[src/hdl/layer_norm_forward_unit_defines.svh]
// Assertion macros shared by the layer norm forward unit.
// Included by the RTL files that carry concurrent assertions.
`ifndef LAYER_NORM_FORWARD_UNIT_DEFINES_SVH
`define LAYER_NORM_FORWARD_UNIT_DEFINES_SVH
`ifndef SYNTH
`define LNF_ASSERT_IMPLY(label, clk, rst, ante, cons) \
   label: assert property (@(posedge clk) disable iff (rst) (ante) |-> (cons)) \
      else $error("assertion failed");
`define LNF_ASSERT_NEXT(label, clk, rst, ante, cons) \
   label: assert property (@(posedge clk) disable iff (rst) (ante) |=> (cons)) \
      else $error("assertion failed");
`else
`define LNF_ASSERT_IMPLY(label, clk, rst, ante, cons)
`define LNF_ASSERT_NEXT(label, clk, rst, ante, cons)
`endif
`endif

[src/hdl/lnf_pkg.sv]
// Constants, types and helpers for the layer norm forward unit.
// No dependencies.
package lnf_pkg;

   localparam int ROW_MAX_DEF    = 64;
   localparam int DATA_WIDTH_DEF = 16;
   localparam int CFG_LEN_W      = 7;
   localparam int EPS_W          = 16;
   localparam int RSTD_W         = 24;
   localparam int RECIP_SHIFT    = 48;
   localparam int RECIP_W        = RECIP_SHIFT + 1;
   localparam int CSR_IDX_W      = 4;
   localparam int CSR_DATA_W     = 16;

   localparam logic [RSTD_W-1:0] RSTD_MAX = {RSTD_W{1'b1}};

   localparam logic [CFG_LEN_W-1:0] ROW_LENGTH_RST = 7'd64;
   localparam logic [EPS_W-1:0]     EPSILON_RST    = 16'd1;

   typedef enum logic [CSR_IDX_W-1:0] {
      CSR_ROW_LENGTH = 4'd0,
      CSR_EPSILON    = 4'd1,
      CSR_USE_WEIGHT = 4'd2,
      CSR_USE_BIAS   = 4'd3
   } csr_index_type;

   typedef struct packed {
      logic valid;
      logic full;
   } q_stat_type;

   // Divider width covering 2^48 / v, (nQ - S*S) / n^2 and |S| / n.
   function automatic int lnf_div_width(int dw, int cw);
      int m;
      m = RECIP_W;
      if (2 * dw + 2 * cw > m) m = 2 * dw + 2 * cw;
      return m;
   endfunction

endpackage

[src/hdl/lnf_job_queue.sv]
// Two-entry queue of finished rows (count, sum, square sum) between front and back.
// Depends on lnf_pkg.
module lnf_job_queue import lnf_pkg::*; #(
   parameter int JOB_W = 64
) (
   input  logic             clock,
   input  logic             reset,
   input  logic             push,
   input  logic [JOB_W-1:0] push_data,
   input  logic             pop,
   output logic [JOB_W-1:0] head_data,
   output q_stat_type       stat
);
   logic [JOB_W-1:0] entry_ff [2];
   logic             wr_ptr_ff, wr_ptr_in;
   logic             rd_ptr_ff, rd_ptr_in;
   logic [1:0]       count_ff, count_in;

   always_comb begin
      wr_ptr_in = push ? !wr_ptr_ff : wr_ptr_ff;
      rd_ptr_in = pop ? !rd_ptr_ff : rd_ptr_ff;
      count_in  = count_ff + 2'(push) - 2'(pop);
   end

   always_ff @(posedge clock) begin
      if (reset) begin
         wr_ptr_ff <= 1'b0;
         rd_ptr_ff <= 1'b0;
         count_ff  <= '0;
      end else begin
         wr_ptr_ff <= wr_ptr_in;
         rd_ptr_ff <= rd_ptr_in;
         count_ff  <= count_in;
      end
      if (push) begin
         entry_ff[wr_ptr_ff] <= push_data;
      end
   end

   assign head_data  = entry_ff[rd_ptr_ff];
   assign stat.valid = count_ff != 2'd0;
   assign stat.full  = count_ff == 2'd2;
endmodule

[config.mk]
export PLATFORM = sky130hd
export DESIGN_NAME = lnf_job_queue
export DESIGN_NICKNAME = d
export VERILOG_FILES = /design/src/hdl/layer_norm_forward_unit_defines.svh /design/src/hdl/lnf_pkg.sv /design/src/hdl/lnf_job_queue.sv
export SDC_FILE = /design/constraint.sdc
export NUM_CORES = 1
export LEC_CHECK = 0
export ABC_AREA = 1
export ABC_CLOCK_PERIOD_IN_PS = 4460
export BUFFER_PORTS_ARGS = -buffer_cell sky130_fd_sc_hd__buf_2
export CAP_MARGIN = 30
export CORE_AREA = 2 2 103 105
export DETAILED_ROUTE_END_ITERATION = 10
export DIE_AREA = 0 0 105 107
export PLACE_DENSITY = 0.77
export SETUP_SLACK_MARGIN = 0.05
export SLEW_MARGIN = 5
export SYNTH_ARGS = -nofsm -noshare
export SYNTH_HDL_FRONTEND = slang
export SYNTH_SLANG_ARGS = --single-unit
[constraint.sdc]
create_clock -name clock -period 4.46 [get_ports clock]
set_input_delay 0.223 -clock clock [delete_from_list [all_inputs] [get_ports clock]]
set_output_delay 0.223 -clock clock [all_outputs]
set_load 0.03 [all_outputs]
; After elaboration in Yosys (flattened, before gate mapping)
; Memory sizes are Yosys's and may differ from the RTL's. A register that Yosys moved wholly into a read port is not among the register bits.
; Index checks and enable logic that the tools add are counted.
[word_totals]
regBits = 4
output_inout_bits = 66
input_bits = 68
wordCells = 14
n_memories = 1
ram_bits = 128
[classes]
addsub = 2
n_mux = 4
reduce_logical = 3
n_eq_ne = 1
[memory_table]
columns = name, words, width, rd, rd_clocked_by_memory_dff, write_ports, line_no
row1 = entry_ff, 2, 64, 1, 1, 1, lnf_job_queue.sv:14  ; logic [JOB_W-1:0] entry_ff [2];
[ops]
columns = op, count
row1 = two-way mux 1 bit, 4
row2 = adder 2 x 1 -> 2 bit, 1
row3 = "== test 2 bit, second input constant", 1
row4 = logical NOT 1 bit, 2
row5 = nonzero test 2 bit, 1
row6 = subtractor 2 x 1 -> 2 bit, 1

; Longest topological paths before layout
[depth]
ltp_word = 3
ltp_mapped = 7
mapped_depth_nobuf = 7

; Least setup slack after synthesis
; OpenSTA, ideal clock, no wires.
[synth_path]
path_kind = flip-flop to flip-flop
start = register wr_ptr_ff
end = memory entry_ff[0][0] (enable)
synth_period_minus_slack_ps = 3482
setup_time_ps = 488
t_required_ps = 3972
arrival_time_ps = 2995
setup_slack_ps = 978
path_buffers = 0
path_stages_with_launch = 2
cell_sequence = dfxtp_1 > nor2_1
[synth_rtl]
columns = element, line_no
row1 = start: declaration, lnf_job_queue.sv:15  ; logic wr_ptr_ff, wr_ptr_in;
row2 = start signal: assignment, lnf_job_queue.sv:31  ; wr_ptr_ff <= wr_ptr_in;
row3 = end: declaration, lnf_job_queue.sv:14
; Straight into the memory's write port.

==> out/summary.log <==
INFO  status         status=finished, final reports clean
INFO  yosys          synth_warnings=0
INFO  worst_setup_path critical_path.reg2reg.endpoint=entry_ff[0][26]
INFO  worst_setup_path timing.rr.start=wr_ptr_ff
INFO  detailed_routing drtPass1Iterations=4
INFO  timing         tns=0ns
INFO  die            top_level_ports=134
INFO  clocking       cts_num_sinks=133
INFO  global_routing grt_use_total=0.1718
INFO  timing         clock-skew-final=0.003317ns
INFO  finish         drive_gt1_frac=0.4956
INFO  global_routing grt_first_pass_wirelength=14.29mm
INFO  power          power.static_leakage=0.002857µW
INFO  timing         setup_violating_endpoint_count_in_the_final_report=0
INFO  timing         slew_headroom=0.4264
INFO  global_routing grt.overflow.total=0
INFO  placed_design  detailed_place_hpwl=5.315mm
INFO  global_routing grt_start_max_net_pins=44
INFO  clocking       cts_htree_levels=4
INFO  die            floorplan.rows=37
INFO  clocking       cts_inserted_buffers=17
INFO  min_path       min_delay_worst_endpoint=wr_ptr_ff
INFO  yosys          synth_seq_area_share=0.7665
INFO  timing         rsz0062_at_grt=false
INFO  clocking       cts_root_buf=sky130_fd_sc_hd__clkbuf_8
INFO  yosys          mappedNetlistArea=0.005145mm²
INFO  detailed_routing finalWirelength=9.301mm
INFO  worst_setup_path startpoint_type=flop
INFO  detailed_routing post_dr_wirelength_cell=15.76µm
INFO  die            die_w=105µm
INFO  min_path       number_of_cells_traversed_by_the_worst_hold_path=3
INFO  yosys          syn-num-nets=300
INFO  worst_setup_path crit_fanout=43
INFO  clocking       worstSkewPairLatency=0.51ns
INFO  clocking       cts.repair_timing.setup_buffer_count=0
INFO  detailed_routing drc=0
INFO  die            initial_core_util=0.5098
INFO  worst_setup_path critPathArrivalTime=2.41ns
INFO  min_path       min-delay-start=push
INFO  worst_setup_path worst_ep_required_time=4.24ns
INFO  placed_design  place_worst_setup_slack=2.301ns
INFO  clocking       tritoncts_clock_tree=done
INFO  timing         final_critical_path_setup_slack=1.823ns
INFO  run            max_cap_violations=0
INFO  placed_design  placed_cells=495
INFO  power          power.total=3097µW
INFO  finish         n_antenna_cell=0
INFO  worst_setup_path criticalPathCategory=reg2out
INFO  detailed_routing vias=2,764
INFO  clocking       clock_pin_slew_on_the_worst_setup_and_hold_paths=0.05ns
INFO  finish         final_area=0.007034mm²
INFO  yosys          ys_types=14
INFO  detailed_routing vias_per_std_cell=4.685
INFO  placed_design  gp_congestion=0.6681
INFO  worst_setup_path critPathCaptureType=output pin
INFO  clocking       clock_tree.buffer_depth=2
INFO  timing         timing.final.max_slew_violations=0
INFO  timing         hold_viol=0
INFO  power          ir_worst_vdd=308.8µV
INFO  die            placeableCoreArea=0.01009mm²
INFO  worst_setup_path worstRegToRegCells=2
INFO  finish         area_growth=36.72%
INFO  finish         finish.net_count=514
INFO  finish         num-fill-cells=666
INFO  timing         tightestPinTransition=0.8584ns
INFO  detailed_routing drt_first_iter_violations=82
INFO  placed_design  post_dp_cell_area=0.005883mm²
INFO  min_path       min-delay-path-class=in2reg
INFO  yosys          synthesis.area_per_instance=22.37µm²
INFO  timing         final_period_minus_worst_setup_slack=2.637ns
INFO  worst_setup_path reg2reg_slack=2.45ns
INFO  die            die_y=107µm
INFO  timing         fmax=379.2MHz
INFO  global_routing number_of_global_route_vias_before_repair=2,932
INFO  detailed_routing drt.antenna.violating_nets=0
INFO  finish         instances_no_fill=590
INFO  yosys          yosys_register_bits=133
INFO  placed_design  port_buffers=133
INFO  global_routing initial_antenna_violation_count=0
INFO  yosys          synthesis.instances=230
INFO  die            fp.dieArea=0.01124mm²
INFO  timing         layout_worst_path_cycle_share=0.5913
INFO  power          cellPowerDensity=440.3mW/mm²
[cells in the mapped netlist, drive strengths merged]
cell type / count / area, µm²
nand2: 5 / 18.77
ha: 2 / 25.02
xnor2: 1 / 8.760
edfxtp: 128 / 3844
nor2: 7 / 26.28
buf: 7 / 131.4
a21oi: 1 / 5.000
nor3: 1 / 5.000
dfxtp: 5 / 100.1
inv: 8 / 30.03
mux2: 64 / 945.9
nand3: 1 / 5.000
[cells by family after synthesis]
kind of cell / count (synthesis) / share of synthesized area
multiplexers: 64 / 0.1839
XOR/XNOR: 1 / 0.001703
AND/OR/NAND/NOR: 14 / 0.01070
AO/OA/AOI/OAI: 1 / 0.0009718
flip-flops: 133 / 0.7665
adder cells (fa/ha/maj): 2 / 0.004863
buffers and inverters: 15 / 0.03137
[cell usage in the layout, fill, tap and decap left out, types with 2 or more instances in the layout]
cell,count
sky130_fd_sc_hd__dfxtp_1,4
sky130_fd_sc_hd__inv_1,7
sky130_fd_sc_hd__clkbuf_1,3
sky130_fd_sc_hd__nor2_1,6
sky130_fd_sc_hd__clkbuf_16,16
sky130_fd_sc_hd__nand2_1,5
sky130_fd_sc_hd__edfxtp_1,128
sky130_fd_sc_hd__dlygate4sd3_1,66
sky130_fd_sc_hd__buf_4,3
sky130_fd_sc_hd__ha_1,2
sky130_fd_sc_hd__mux2_4,60
sky130_fd_sc_hd__mux2_2,4
sky130_fd_sc_hd__clkinv_1,4
sky130_fd_sc_hd__clkinv_2,4
sky130_fd_sc_hd__buf_2,133
[registers in the layout (all words and copies together) (netlist names), named ones only]
| signal | flops |
|---|---|
| count_ff | 2 |
| entry_ff | 128 |
| rd_ptr_ff | 1 |
| wr_ptr_ff | 1 |
[report_power, final]
part	internal (µW)	total, µW	switching [µW]
Clock	715	1160	447
Sequential	1450	1490	37.8
Combinational	206	450	244
Total	2370	3100	729
[how the worst max path moves through the flow]
stage	cells past startpoint	to	start	slack [ns]
after floorplan	1	entry_ff[0][0]	wr_ptr_ff	0.98
after global placement	3	head_data[30]	flop	2.34
after detailed placement	3	head_data[50]	flop	2.30
after CTS	3	head_data[50]	flop	1.75
after global routing	3	head_data[49]	flop	1.71
final	3	head_data[43]	flop	1.82
[metal layers]
metal / part of all wire / vias to the layer above / GRT usage
met3: 0.053 / 13 / 0.05593
met1: 0.39 / 1333 / 0.1866
met2: 0.54 / 101 / 0.3094
met5: 0 / - / 0
li1: - / 1317 / -
met4: 0.014 / 0 / 0.07143
[critical path, stage by stage (launching register included)]
cell                      delay [ns]
sky130_fd_sc_hd__dfxtp_4        0.87
sky130_fd_sc_hd__buf_4          0.50
sky130_fd_sc_hd__mux2_4         0.34
sky130_fd_sc_hd__buf_2          0.18
[cell type report]
cell class | instances | area [µm²] | share of cell area
inverter | 8 | 30.03 | 0.004269
multi-input combinational | 82 | 1047 | 0.1489
sequential | 133 | 3948 | 0.5612
tap | 136 | 170.2 | 0.02419
clock buffer | 20 | 425.4 | 0.06048
clock inverter | 9 | 65.06 | 0.009249
timing repair buffer | 202 | 1349 | 0.1917
[through the flow]
stage          hold WS [ns]    util
3_5_place_dp         0.4145  0.5829
3_3_place_gp         0.4096  0.5829
6_report            0.01768  0.6970
2_1_floorplan        0.2942       -
4_1_cts           0.0003804  0.6970
5_1_grt             0.02030  0.6970
[repair_timing]
| item | 4_1_cts | 5_1_grt |
|---|---|---|
| gates resized for setup | 0 | 0 |
| endpoints found under the hold margin | 133 | 0 |
| hold buffers | 66 | 0 |
No activity file was read; power rests on OpenSTA's default activity.
