`src/hdl/layer_norm_forward_unit_defines.svh`:
```
// Assertion macros shared by the layer norm forward unit.
// Included by the RTL files that carry concurrent assertions.
`ifndef LAYER_NORM_FORWARD_UNIT_DEFINES_SVH
`define LAYER_NORM_FORWARD_UNIT_DEFINES_SVH
`ifndef SYNTH
`define LNF_ASSERT_IMPLY(label, clk, rst, ante, cons) \
   label: assert property (@(posedge clk) disable iff (rst) (ante) |-> (cons)) \
      else $error("assertion failed");
`define LNF_ASSERT_NEXT(label, clk, rst, ante, cons) \
   label: assert property (@(posedge clk) disable iff (rst) (ante) |=> (cons)) \
      else $error("assertion failed");
`else
`define LNF_ASSERT_IMPLY(label, clk, rst, ante, cons)
`define LNF_ASSERT_NEXT(label, clk, rst, ante, cons)
`endif
`endif

```
`src/hdl/lnf_pkg.sv`:
```
// Constants, types and helpers for the layer norm forward unit.
// No dependencies.
package lnf_pkg;

   localparam int ROW_MAX_DEF    = 64;
   localparam int DATA_WIDTH_DEF = 16;
   localparam int CFG_LEN_W      = 7;
   localparam int EPS_W          = 16;
   localparam int RSTD_W         = 24;
   localparam int RECIP_SHIFT    = 48;
   localparam int RECIP_W        = RECIP_SHIFT + 1;
   localparam int CSR_IDX_W      = 4;
   localparam int CSR_DATA_W     = 16;

   localparam logic [RSTD_W-1:0] RSTD_MAX = {RSTD_W{1'b1}};

   localparam logic [CFG_LEN_W-1:0] ROW_LENGTH_RST = 7'd64;
   localparam logic [EPS_W-1:0]     EPSILON_RST    = 16'd1;

   typedef enum logic [CSR_IDX_W-1:0] {
      CSR_ROW_LENGTH = 4'd0,
      CSR_EPSILON    = 4'd1,
      CSR_USE_WEIGHT = 4'd2,
      CSR_USE_BIAS   = 4'd3
   } csr_index_type;

   typedef struct packed {
      logic valid;
      logic full;
   } q_stat_type;

   // Divider width covering 2^48 / v, (nQ - S*S) / n^2 and |S| / n.
   function automatic int lnf_div_width(int dw, int cw);
      int m;
      m = RECIP_W;
      if (2 * dw + 2 * cw > m) m = 2 * dw + 2 * cw;
      return m;
   endfunction

endpackage

```
`src/hdl/lnf_if.sv`:
```
// Handshake channels of the layer norm forward unit: input, result, register write.
// Depends on lnf_pkg.
interface lnf_req_if import lnf_pkg::*; #(parameter int DATA_WIDTH = DATA_WIDTH_DEF);
   logic                         valid;
   logic                         ready;
   logic signed [DATA_WIDTH-1:0] sample;
   logic signed [DATA_WIDTH-1:0] gain;
   logic signed [DATA_WIDTH-1:0] offset;
   modport source (output valid, sample, gain, offset, input ready);
   modport sink (input valid, sample, gain, offset, output ready);
endinterface


```
`src/hdl/lnf_front.sv`:
```
// Front end: accepts elements, stores them in the row bank, keeps the running sums.
// Depends on lnf_pkg and lnf_if.
module lnf_front import lnf_pkg::*; #(
   parameter int ROW_MAX    = ROW_MAX_DEF,
   parameter int DATA_WIDTH = DATA_WIDTH_DEF
) (
   input  logic                  clock,
   input  logic                  reset,
   lnf_req_if.sink               req,
   input  logic [CFG_LEN_W-1:0]  row_length,
   input  q_stat_type            q_stat,
   output logic                  job_push,
   output logic [$clog2(ROW_MAX+1)+3*DATA_WIDTH+2*$clog2(ROW_MAX+1)-1:0] job_data,
   output logic                  ram_wr_en,
   output logic [((ROW_MAX > 1) ? $clog2(ROW_MAX) : 1):0] ram_wr_addr,
   output logic [3*DATA_WIDTH-1:0] ram_wr_data
);
   localparam int CNT_W  = $clog2(ROW_MAX + 1);
   localparam int ADDR_W = (ROW_MAX > 1) ? $clog2(ROW_MAX) : 1;
   localparam int SUM_W  = DATA_WIDTH + CNT_W;
   localparam int SQ_W   = 2 * DATA_WIDTH + CNT_W;

   logic [CNT_W-1:0]        cnt_ff, cnt_in;
   logic signed [SUM_W-1:0] sum_ff, sum_in;
   logic [SQ_W-1:0]         sq_ff, sq_in;
   logic                    bank_ff, bank_in;
   logic [CFG_LEN_W-1:0]    len_full;
   logic [CNT_W-1:0]        len;
   logic                    accept;
   logic [CNT_W-1:0]        cnt_next;
   logic signed [2*DATA_WIDTH-1:0] x_sq;
   logic signed [SUM_W-1:0] sum_next;
   logic [SQ_W-1:0]         sq_next;

   always_comb begin
      if (row_length == '0) begin
         len_full = CFG_LEN_W'(1);
      end else if (row_length > CFG_LEN_W'(ROW_MAX)) begin
         len_full = CFG_LEN_W'(ROW_MAX);
      end else begin
         len_full = row_length;
      end
      len = CNT_W'(len_full);
   end

   assign req.ready   = !q_stat.full;
   assign accept      = req.valid && !q_stat.full;
   assign cnt_next    = cnt_ff + CNT_W'(1);
   assign x_sq        = req.sample * req.sample;
   assign sum_next    = sum_ff + SUM_W'(req.sample);
   assign sq_next     = sq_ff + SQ_W'($unsigned(x_sq));
   assign job_push    = accept && (cnt_next >= len);
   assign job_data    = {cnt_next, sum_next, sq_next};
   assign ram_wr_en   = accept;
   assign ram_wr_addr = {bank_ff, cnt_ff[ADDR_W-1:0]};
   assign ram_wr_data = {req.sample, req.gain, req.offset};

   always_comb begin
      cnt_in  = cnt_ff;
      sum_in  = sum_ff;
      sq_in   = sq_ff;
      bank_in = bank_ff;
      if (job_push) begin
         cnt_in  = '0;
         sum_in  = '0;
         sq_in   = '0;
         bank_in = !bank_ff;
      end else if (accept) begin
         cnt_in = cnt_next;
         sum_in = sum_next;
         sq_in  = sq_next;
      end
   end

   always_ff @(posedge clock) begin
      if (reset) begin
         cnt_ff  <= '0;
         sum_ff  <= '0;
         sq_ff   <= '0;
         bank_ff <= 1'b0;
      end else begin
         cnt_ff  <= cnt_in;
         sum_ff  <= sum_in;
         sq_ff   <= sq_in;
         bank_ff <= bank_in;
      end
   end
endmodule

```
`src/flat_wrapper.sv`:
```
// flat-port wrapper written by rule: the top's interface ports become plain ports
module lnf_front_flat import lnf_pkg::*;
#(
   parameter int ROW_MAX    = ROW_MAX_DEF,
   parameter int DATA_WIDTH = DATA_WIDTH_DEF
)
  (clock, reset, row_length, q_stat, job_push, job_data, ram_wr_en, ram_wr_addr, ram_wr_data, req_valid, req_sample, req_gain, req_offset, req_ready);
  lnf_req_if #(.DATA_WIDTH(DATA_WIDTH)) req_i ();
  input  logic clock;
  input  logic reset;
  input  logic [CFG_LEN_W-1:0] row_length;
  input  q_stat_type q_stat;
  output logic job_push;
  output logic [$clog2(ROW_MAX+1)+3*DATA_WIDTH+2*$clog2(ROW_MAX+1)-1:0] job_data;
  output logic ram_wr_en;
  output logic [((ROW_MAX > 1) ? $clog2(ROW_MAX) : 1):0] ram_wr_addr;
  output logic [3*DATA_WIDTH-1:0] ram_wr_data;
  input wire logic [$bits(req_i.valid)-1:0] req_valid;
  input wire logic [$bits(req_i.sample)-1:0] req_sample;
  input wire logic [$bits(req_i.gain)-1:0] req_gain;
  input wire logic [$bits(req_i.offset)-1:0] req_offset;
  output wire logic [$bits(req_i.ready)-1:0] req_ready;
  assign req_i.valid = req_valid;
  assign req_i.sample = req_sample;
  assign req_i.gain = req_gain;
  assign req_i.offset = req_offset;
  assign req_ready = req_i.ready;
  lnf_front #(.ROW_MAX(ROW_MAX), .DATA_WIDTH(DATA_WIDTH)) u_core (.clock(clock), .reset(reset), .req(req_i), .row_length(row_length), .q_stat(q_stat), .job_push(job_push), .job_data(job_data), .ram_wr_en(ram_wr_en), .ram_wr_addr(ram_wr_addr), .ram_wr_data(ram_wr_data));
endmodule
```
`config.mk`:
```
export PLATFORM = sky130hd
export DESIGN_NAME = lnf_front_flat
export DESIGN_NICKNAME = d
export VERILOG_FILES = /design/src/hdl/layer_norm_forward_unit_defines.svh /design/src/hdl/lnf_pkg.sv /design/src/hdl/lnf_if.sv /design/src/hdl/lnf_front.sv /design/src/flat_wrapper.sv
export SDC_FILE = /design/constraint.sdc
export NUM_CORES = 1
export LEC_CHECK = 0
export ABC_AREA = 1
export ABC_CLOCK_PERIOD_IN_PS = 40600
export BUFFER_PORTS_ARGS = -buffer_cell sky130_fd_sc_hd__clkbuf_2
export CAP_MARGIN = 20
export CORE_UTILIZATION = 66
export DETAILED_ROUTE_END_ITERATION = 12
export MAX_ROUTING_LAYER = met4
export PLACE_DENSITY = 0.86
export SKIP_LAST_GASP = 1
export SYNTH_ARGS = -nofsm -noshare
export SYNTH_HDL_FRONTEND = slang
export SYNTH_SLANG_ARGS = --single-unit
export TNS_END_PERCENT = 5
```
`constraint.sdc`:
```
create_clock -name clock -period 40.6 [get_ports clock]
set_clock_uncertainty 0.1 [all_clocks]
set_input_delay 12.18 -clock clock [delete_from_list [all_inputs] [get_ports clock]]
set_output_delay 12.18 -clock clock [all_outputs]
set_load 0.05 [all_outputs]
```
# Yosys cells after proc, flatten, opt, wreduce, memory -nomap -nowiden
# Index checks and enable logic that the tools add are counted.
# op_classes
add_sub_neg,3
mul,1
n_div,0
magnitude_cmp,2
eq_ne,0
shifts,0
n_mux,2
bitwise_logic,0
n_reduce_logical,6
# op_table
cell,n
$add 39x32->39,1
$mul 16x16->32,1
$add 23x16->23,1
$mux 7,2
$add 7x1->7 const B,1
$ge 7x7->1,1
$gt 7x7->1 const B,1
$logic_not 7->1,1
$logic_and 1x1->1,2
$logic_not 1->1,2
$reduce_or 2->1,1
# word_totals
register_bits,70
latchBits,0
ram_bits,0
mem_bits_ro,0
out_inout_bits,127
mem_count,0

# Longest topological paths before layout
# Gate-level depths: netlist (run 1).
# depth
word_depth,6
mapped_depth,38
depth_no_buf,37

# Least setup slack after synthesis (run 1)
# No wires, ideal clock.
# synth_path
path_kind,input port to output port
start,input req_sample[3]
end,output job_data[22]
arrival_time_ns,18.938
setup_slack_ns,9.382
stages,30
path_buffers,2
path_cell_list,clkbuf_1 > clkbuf_1 > nand2_1 > fa_1 > fa_1 > fa_1 > inv_1 > fa_1 > fa_1 > inv_1 > fa_1 > inv_1 > ha_1 > nand2_1 > inv_1 > a21oi_1 > nand3_1 > nand2_1 > nand2_1 > nand2_1 > nand2_1 > xor2_1 > ha_1 > nand2_1 > nor2_2 > inv_2 > nor3_2 > nand2_1 > nand3_1 > xor2_1
# synth_via
elab_chain_len,2
# synth_lines
item,line_no,text
from (decl),flat_wrapper.sv:19,input wire logic [$bits(req_i.sample)-1:0] req_sample;
$mul 16x16->32,lnf_front.sv:49,assign x_sq = req.sample * req.sample;
$add 39x32->39,lnf_front.sv:51,assign sq_next = sq_ff + SQ_W'($unsigned(x_sq));
to (decl),flat_wrapper.sv:14,output logic [$clog2(ROW_MAX+1)+3*DATA_WIDTH+2*$clog2(ROW_MAX+1)-1:0] job_data;
# No other way between the ends.

# Worst setup path after layout (run 1)
# layout_path
start,input req_sample[15]
end,output job_data[37]
# The elaborated chain is that of the path after synthesis.

==> metrics, run 1 <==
Post-DRT Antenna Nets=0; Worst Tran Pin Value=789 ps; R2R Setup Slk=37350 ps; clock sink count=70; CTS tree=done; WS Path Type=input port to output port; commonest non-fill, non-tap cells in the layout=nand2_1 (645), inv_1 (629), fa_1 (239); cell mode on critical path=fa_1; Mapped Cells=2514; Mapped Nets=2962; Remaining DRCs=0; Reg clk slew, reported paths=60 ps; Hold Buf Count CTS=0; initial antenna violation count=0; vias in the first global route=15400; final setup TNS=0 ps; status=completed; post-CTS resize count=0; drt pass-1 iters=5; Critical Path Fanout Max=20; largest net degree at the start of global routing=70; HPWL Detailed=~37000 microns; RR Endpoint=u_core.sq_ff[21]; worst r2r src=u_core.cnt_ff[0]; Synthesis Warnings=0; antenna cells=0; ranking of synthesized cells by area=fa_1 (28%), nand2_1 (14%), inv_1 (14%); Initial Util=67.5%; Period minus WS final=32360 ps; Slew HR=47.4%; Layout area overhead=4.14%; vias=15400; cells on worst reg2reg path=15; DR WL/cell=15.6 microns; Mean Syn Cell Area=6.79 sq um; WP data required=28320 ps; initial drt markers=roughly 1000; layout cells sized above 1=7.03%; Vias per Instance=5.37; Max stage delay on crit path=520 ps; CP Capture Type=output port; sequential share of the synthesized area=between 8 and 9%; Worst path slowest cell=fa_1; htree depth=3; die area=26500 sq um; Yosys cell types=43; final setup vio count=0; final worst-path cycle share=79.7%; RSZ-0062 raised after global routing=false; crit start category=input port; Routability Congestion=0.974; f_max=30.9 MHz; hold endpoint=u_core.sq_ff[2]; WP data arrival=20080 ps; gr ovfl total=0; FF+latch count, synth=70; Yosys top cell area share=28.0%; Syn Std Cell Area=17100 sq um; GRT Overall Usage=36.4%; commonest non-fill, non-tap cell in the layout=nand2_1; chip height=163 microns; nets@finish=2989; Die Wd=163 microns; Worst-Skew Late Latency=360 ps; WHS Path Cells=2; Ports=187; Max-Cap Viols=0; Hold Startpoint=u_core.sq_ff[2]; final hold vios=0; first-pass GRT wire length=73500 microns; total core area=25300 sq um; Synth area leader=fa_1; IO Port Bufs=121; CTS Buf Count=9; CTS Buffer Depth=2; Final Max Tran Viols=0; CTS Root Cell=clkbuf_16; post-CTS setup buffers=0; final wirelength=44800 microns; site row count=just under 60; hold crit path type=register to register
-- stage by stage --
| step | instance area (sq um) | util [%] | std cells | worst slack (ps) | hold slack [ps] |
|---|---|---|---|---|---|
| final | 17800 | 70.3 | 2876 | 8240 | 366 |
| after global routing | 17800 | 70.3 | 2876 | 7840 | 390 |
| after CTS | 17800 | 70.3 | 2876 | 8380 | 361 |
| after detailed placement | 17500 | 69.2 | 2860 | 8400 | 355 |
| after global placement | 17500 | 69.2 | 2860 | 8480 | 340 |
| after floorplan | 17100 | - | 2514 | 9380 | 323 |
-- sequential cells by signal, indices dropped and copies added (netlist names) --
register	cells
u_core.sq_ff	39
u_core.sum_ff	23
u_core.bank_ff	1
u_core.cnt_ff	7
-- synthesized netlist by cell type (all sizes together) --
cell / n
inv: 635
nor3: 22
xnor2: 20
and3: 2
nand3b: 5
o2111ai: 1
nor4: 3
nand3: 105
dfxtp: 70
o21bai: 5
nor3b: 1
nand2b: 1
o21a: 1
o21ai: 62
ha: 149
buf: 71
a31oi: 3
fa: 239
clkinv: 1
nor2: 195
a211oi: 5
xor2: 51
nand4: 28
a21boi: 2
or2: 3
a31o: 3
clkbuf: 38
a21oi: 125
nand2: 655
and2: 3
a21o: 10
-- worst max-delay path, delay by kind of cell --
kind | cells | cell delay (ps)
adders and majority gates | 8 | 3360
buffers and inverters | 8 | 1630
and+or+nand+nor | 9 | 1460
AOI/OAI and AO/OA | 5 | 1050
xor gates and xnor gates | 2 | 350
-- worst max-delay path by stage --
stage / start / end / depth (start not counted)
floorplan: req_sample[3] / job_data[22] / 30
detailed placement: req_sample[15] / job_data[35] / 33
finish: req_sample[15] / job_data[37] / 32
CTS: req_sample[15] / job_data[35] / 33
global route: req_sample[15] / job_data[37] / 32
global placement: req_sample[15] / job_data[35] / 33
-- layer usage --
layer | track usage (%) | up-vias | wire (microns)
met3 | 4.02 | 128 | 2780
met2 | 60.7 | 527 | 21700
li1 | - | 7493 | -
met4 | 13.0 | 0 | 1520
met1 | 45.6 | 7294 | 18800
met5 | - | - | 0
-- cell type report --
cell class              instances  area, sq um
fillers                      2212         7490
clock buffers                  10          229
repair buffers                125          636
multi-input cells            1699        12700
flip-flops and latches         70         1400
clock inverters                 6         46.3
well taps                     330          413
inverters                     636         2390
-- kinds of logic after synthesis --
logic type | share of synthesized area, %
flip-flops | 8.22
AO/OA/AOI/OAI | 6.88
adder cells (fa/ha/maj) | 39.0
AND/OR/NAND/NOR | 24.6
XOR/XNOR | 3.69
buffers and inverters | 17.6
Power of run 1 is left out: the tool's default activity adds up to more than one toggle a clock period on the data nets, which glitch-free logic cannot reach.
==> run 2, diff against run 1 <==
--- a/config.mk
+++ b/config.mk
@@ -6,13 +6,13 @@
 export NUM_CORES = 1
 export LEC_CHECK = 0
 export ABC_AREA = 1
-export ABC_CLOCK_PERIOD_IN_PS = 40600
+export ABC_CLOCK_PERIOD_IN_PS = 26900
 export BUFFER_PORTS_ARGS = -buffer_cell sky130_fd_sc_hd__clkbuf_2
 export CAP_MARGIN = 20
-export CORE_UTILIZATION = 66
+export CORE_UTILIZATION = 56
 export DETAILED_ROUTE_END_ITERATION = 12
 export MAX_ROUTING_LAYER = met4
-export PLACE_DENSITY = 0.86
+export PLACE_DENSITY = 0.78
 export SKIP_LAST_GASP = 1
 export SYNTH_ARGS = -nofsm -noshare
 export SYNTH_HDL_FRONTEND = slang
==> constraint.sdc (replaced) <==
create_clock -name clock -period 26.9 [get_ports clock]
set_clock_uncertainty 0.1 [all_clocks]
set_input_delay 8.07 -clock clock [delete_from_list [all_inputs] [get_ports clock]]
set_output_delay 8.07 -clock clock [all_outputs]
set_load 0.05 [all_outputs]
==> run 2 against run 1 <==
Effect of this change: cell count increased by 2.1%; core utilization decreased by 10 points; critical endpoint is now job_data[21]; via count shrank 1.7%.
==> metrics, run 2 (synthesis results as in run 1) <==
status=completed (unchanged); initial drt markers=960 (was 1003); WS Path Type=input port to output port (unchanged); Period minus WS final=24140 ps; Largest register FFs=39 (unchanged); Critical Path Fanout Max=21 (was 20); Worst Tran Pin Value=891 ps (was 789 ps); Hold Buf Count CTS=0 (unchanged); f_max=41.4 MHz; crit path to=job_data[21] (was job_data[37]); IO Port Bufs=121 (unchanged); final hold vios=0 (unchanged); largest net degree at the start of global routing=81 (was 70); commonest non-fill, non-tap cell in the layout=nand2_1 (unchanged); vias in the first global route=15400 (about the same); chip height=177 microns (was 163 microns); final wirelength=44700 microns (was 44800 microns); nets@finish=2989 (unchanged); RSZ-0062 raised after global routing=false (unchanged); Max-Cap Viols=0 (unchanged); hold crit path type=register to register (unchanged); drt pass-1 iters=5 (unchanged); htree depth=3 (unchanged); vias=15200 (was 15400); crit path launch=req_sample[15] (unchanged); Final Max Tran Viols=0 (unchanged); CTS Buf Count=9 (unchanged); R2R Setup Slk=23370 ps (was 37350 ps); RR Endpoint=u_core.sq_ff[15] (was u_core.sq_ff[21]); Slew HR=40.6% (was 47.4%); worst r2r src=u_core.cnt_ff[0] (unchanged); Post-DRT Antenna Nets=0 (unchanged); DR WL/cell=15.2 microns (was 15.6 microns); CTS tree=done (unchanged); CTS Buffer Depth=2 (unchanged); CTS Root Cell=clkbuf_16 (unchanged); CP Capture Type=output port (unchanged); Die Wd=177 microns (was 163 microns); site row count=63 (was 58); Worst path slowest cell=fa_1 (unchanged); Max stage delay on crit path=540 ps (was 520 ps); final worst-path cycle share=89.7%; post-CTS resize count=0 (unchanged); most flop-heavy register=u_core.sq_ff (unchanged); gr ovfl total=0 (unchanged); Worst-Skew Late Latency=350 ps (was 360 ps); layout cells sized above 1=7.07% (was 7.03%); cells on worst reg2reg path=15 (unchanged); WP data arrival=15970 ps (was 20080 ps); Layout area overhead=4.90% (was 4.14%); crit start category=input port (unchanged); final setup TNS=0 ps (unchanged); Ports=187 (unchanged); fillers=2888 (was 2212); Routability Congestion=0.963 (was 0.974); GRT Overall Usage=31.0% (was 36.4%); initial antenna violation count=0 (unchanged); CP bufs+invs=9 (was 8); Reg clk slew, reported paths=70 ps (was 60 ps); HPWL Detailed=37700 microns (was 37200 microns); first-pass GRT wire length=74200 microns (was 73500 microns); Vias per Instance=5.17 (was 5.37); Regs by FF count=u_core.sq_ff (39), u_core.sum_ff (23), u_core.cnt_ff (7) (unchanged); post-CTS setup buffers=0 (unchanged); antenna cells=0 (unchanged); total core area=29800 sq um (was 25300 sq um); WP data required=18730 ps (was 28320 ps); Worst path depth=30 (was 32); Crit path max-delay family=adder cells (unchanged); die area=31200 sq um (was 26500 sq um); Remaining DRCs=0 (unchanged); Initial Util=57.2% (was 67.5%); commonest non-fill, non-tap cells in the layout=nand2_1 (645), inv_1 (629), fa_1 (239) (unchanged); clock sink count=70 (unchanged); final setup vio count=0 (unchanged)
[run 2: worst register-to-register path, delay by kind of cell (launching register included)]
family,cells,cell delay [ps]
AO/OA/AOI/OAI,2,170
XOR/XNOR,1,340
adder cells (fa/ha/maj),2,480
buffers and inverters,2,600
flip-flops,1,470
AND/OR/NAND/NOR,8,1240
[run 2: worst min path at each step]
stage	slack [ps]	endpoint	cells after the start	startpoint
final	350	u_core.bank_ff	1	u_core.bank_ff
after global routing	380	u_core.sq_ff[6]	2	u_core.sq_ff[6]
after CTS	360	u_core.bank_ff	1	u_core.bank_ff
after detailed placement	350	u_core.bank_ff	1	u_core.bank_ff
after global placement	340	u_core.bank_ff	1	u_core.bank_ff
after floorplan	320	u_core.bank_ff	1	u_core.bank_ff
[run 2: per-stage QoR]
step / area (sq um) / worst slack, ps / util [%] / hold slack [ps] / instances
3_3_place_gp: 17600 / 3000 / 58.9 / 337 / 2920
3_5_place_dp: 17600 / 2870 / 58.9 / 348 / 2920
2_1_floorplan: 17100 / 3900 / - / 323 / 2514
6_report: 17900 / 2760 / 60.1 / 355 / 2936
4_1_cts: 17900 / 2780 / 60.1 / 358 / 2936
5_1_grt: 17900 / 2180 / 60.1 / 383 / 2936
[run 2: layout make-up]
type / instances / area, sq um / share of cell area, %
Clock buffer: 9 / 225 / 1.26
Multi-Input combinational cell: 1699 / 12700 / 70.7
Timing Repair Buffer: 125 / 636 / 3.55
Clock inverter: 7 / 105 / 0.587
Tap cell: 390 / 488 / 2.73
Sequential cell: 70 / 1400 / 7.83
Inverter: 636 / 2390 / 13.3
[run 2: layer usage]
| metal | vias up | part of all wire, % | GRT usage (%) |
|---|---|---|---|
| met3 | 68 | 5.1 | 2.84 |
| met5 | - | 0 | - |
| met2 | 376 | 48 | 52.1 |
| met1 | 7261 | 45 | 40.5 |
| li1 | 7478 | - | - |
| met4 | 0 | 1.8 | 6.82 |
Power of run 2 is left out for the same reason.
==> run 3, diff against run 2 <==
--- a/config.mk
+++ b/config.mk
@@ -13,6 +13,7 @@
 export DETAILED_ROUTE_END_ITERATION = 12
 export MAX_ROUTING_LAYER = met4
 export PLACE_DENSITY = 0.78
+export REMOVE_ABC_BUFFERS = 1
 export SKIP_LAST_GASP = 1
 export SYNTH_ARGS = -nofsm -noshare
 export SYNTH_HDL_FRONTEND = slang
==> run 3 against run 2 <==
Effect of this change: worst setup slack better by 39 ps; non-clock buffer count unchanged; sequential share of layout area barely moved; register-to-register slack improved by 340 ps; via count up 0.32%; cell count about the same; highest routed layer unchanged.
==> metrics, run 3 (synthesis results as in run 1) <==
CTS Root Cell=clkbuf_16 (unchanged); Hold Buf Count CTS=0 (unchanged); final wirelength=44900 microns (was 44700 microns); Worst-Skew Late Latency=350 ps (about the same); Max stage delay on crit path=700 ps (was 540 ps); Final Max Tran Viols=0 (unchanged); vias=15200 (about the same); Placed Cells=2920 (unchanged); final worst-path cycle share=89.6% (was 89.7%); Critical Path Fanout Max=31 (was 21); Period minus WS final=24100 ps (was 24140 ps); nets@finish=2989 (unchanged); met1 Track Usage GR=41.7% (was 40.5%); CTS Buffer Depth=2 (unchanged); hold crit path type=register to register (unchanged); crit start category=input port (unchanged); vias in the first global route=15200 (was 15400); RSZ-0062 raised after global routing=false (unchanged); status=completed (unchanged); Worst Tran Pin Value=781 ps (was 891 ps); Non-Filler Instances=2935 (was 2936); HPWL Detailed=37800 microns (was 37700 microns); htree depth=3 (unchanged); final setup vio count=0 (unchanged); layout cells sized above 1=6.95% (was 7.07%); Regs by FF count=u_core.sq_ff (39), u_core.sum_ff (23), u_core.cnt_ff (7) (unchanged); chip height=177 microns (unchanged); cell mode on critical path=nand2_1; initial antenna violation count=0 (unchanged); Largest register FFs=39 (unchanged); Slew HR=47.9% (was 40.6%); Max-Cap Viols=0 (unchanged); DR WL/cell=15.3 microns (was 15.2 microns); post-CTS resize count=0 (unchanged); GR peak layer=met2 (unchanged); WP data required=18730 ps (about the same); post-CTS setup buffers=0 (unchanged); CTS tree=done (unchanged); final setup TNS=0 ps (unchanged); first-pass GRT wire length=75100 microns (was 74200 microns); Die Wd=177 microns (unchanged); largest net degree at the start of global routing=70 (was 81); gr ovfl total=0 (unchanged); GRT Overall Usage=31.3% (was 31.0%); Routability Congestion=0.965 (was 0.963); die area=31200 sq um (unchanged); Post-DRT Antenna Nets=0 (unchanged); Layout area overhead=4.47% (was 4.90%); total core area=29800 sq um (unchanged); CTS Buf Count=9 (unchanged); commonest non-fill, non-tap cells in the layout=nand2_1 (645), inv_1 (629), fa_1 (239) (unchanged); Reg clk slew, reported paths=60 ps (was 70 ps); Vias per Instance=5.19 (was 5.17); grt met3 use=4.22% (was 2.84%); Initial Util=57.2% (unchanged); WP data arrival=15930 ps (was 15970 ps); fillers=2851 (was 2888); initial drt markers=947 (was 960); IO Port Bufs=121 (unchanged); clock sink count=70 (unchanged); drt pass-1 iters=6 (was 5); antenna cells=0 (unchanged); Worst path slowest cell=fa_1 (unchanged); f_max=41.5 MHz (was 41.4 MHz); WS Path Type=input port to output port (unchanged); CP Capture Type=output port (unchanged); Remaining DRCs=0 (unchanged); most flop-heavy register=u_core.sq_ff (unchanged); met2 Usage GRT=50.6% (was 52.1%); Ports=187 (unchanged); site row count=63 (unchanged); commonest non-fill, non-tap cell in the layout=nand2_1 (unchanged); final hold vios=0 (unchanged)
[run 3: path summary, 6_finish.rpt]
kind	start	endpoint	slack [ps]	cells after the start
worst max-delay path	req_sample[15]	job_data[35]	2800	33
worst min-delay path	u_core.sum_ff[0]	u_core.sum_ff[0]	370	2
worst max register to register	u_core.cnt_ff[0]	u_core.sq_ff[21]	23710	15
worst min register to register	u_core.sum_ff[0]	u_core.sum_ff[0]	370	2
[run 3: worst max-delay path, delay by kind of cell]
family,cells,cell delay [ps]
AOI/OAI and AO/OA,4,930
buffers and inverters,8,1200
and+or+nand+nor,13,1600
adders and majority gates,8,4100
[run 3: metal layers]
metal / up-vias / part of all wire, %
met5: - / 0
met4: 0 / 2.0
met3: 51 / 5.6
met2: 437 / 47
met1: 7258 / 46
li1: 7485 / -
[run 3: final cells by class]
cell class                 count  area (sq um)  area share, %
clock buffer                  11           233           1.31
inverter                     636          2390           13.4
multi-input combinational   1699         12700           71.0
timing repair buffer         125           636           3.57
sequential                    70          1400           7.86
tap                          390           488           2.74
clock inverter                 4          25.0          0.140
[run 3: metrics by stage]
step | hold WS (ps) | utilization (%) | setup slack, ps | area, sq um
floorplan | 345 | - | 4400 | 16400
global placement | 331 | 58.9 | 3000 | 17600
detailed placement | 356 | 58.9 | 2960 | 17600
CTS | 367 | 59.8 | 2920 | 17800
global route | 382 | 59.8 | 2270 | 17800
finish | 367 | 59.8 | 2800 | 17800
Power of run 3 is left out for the same reason.
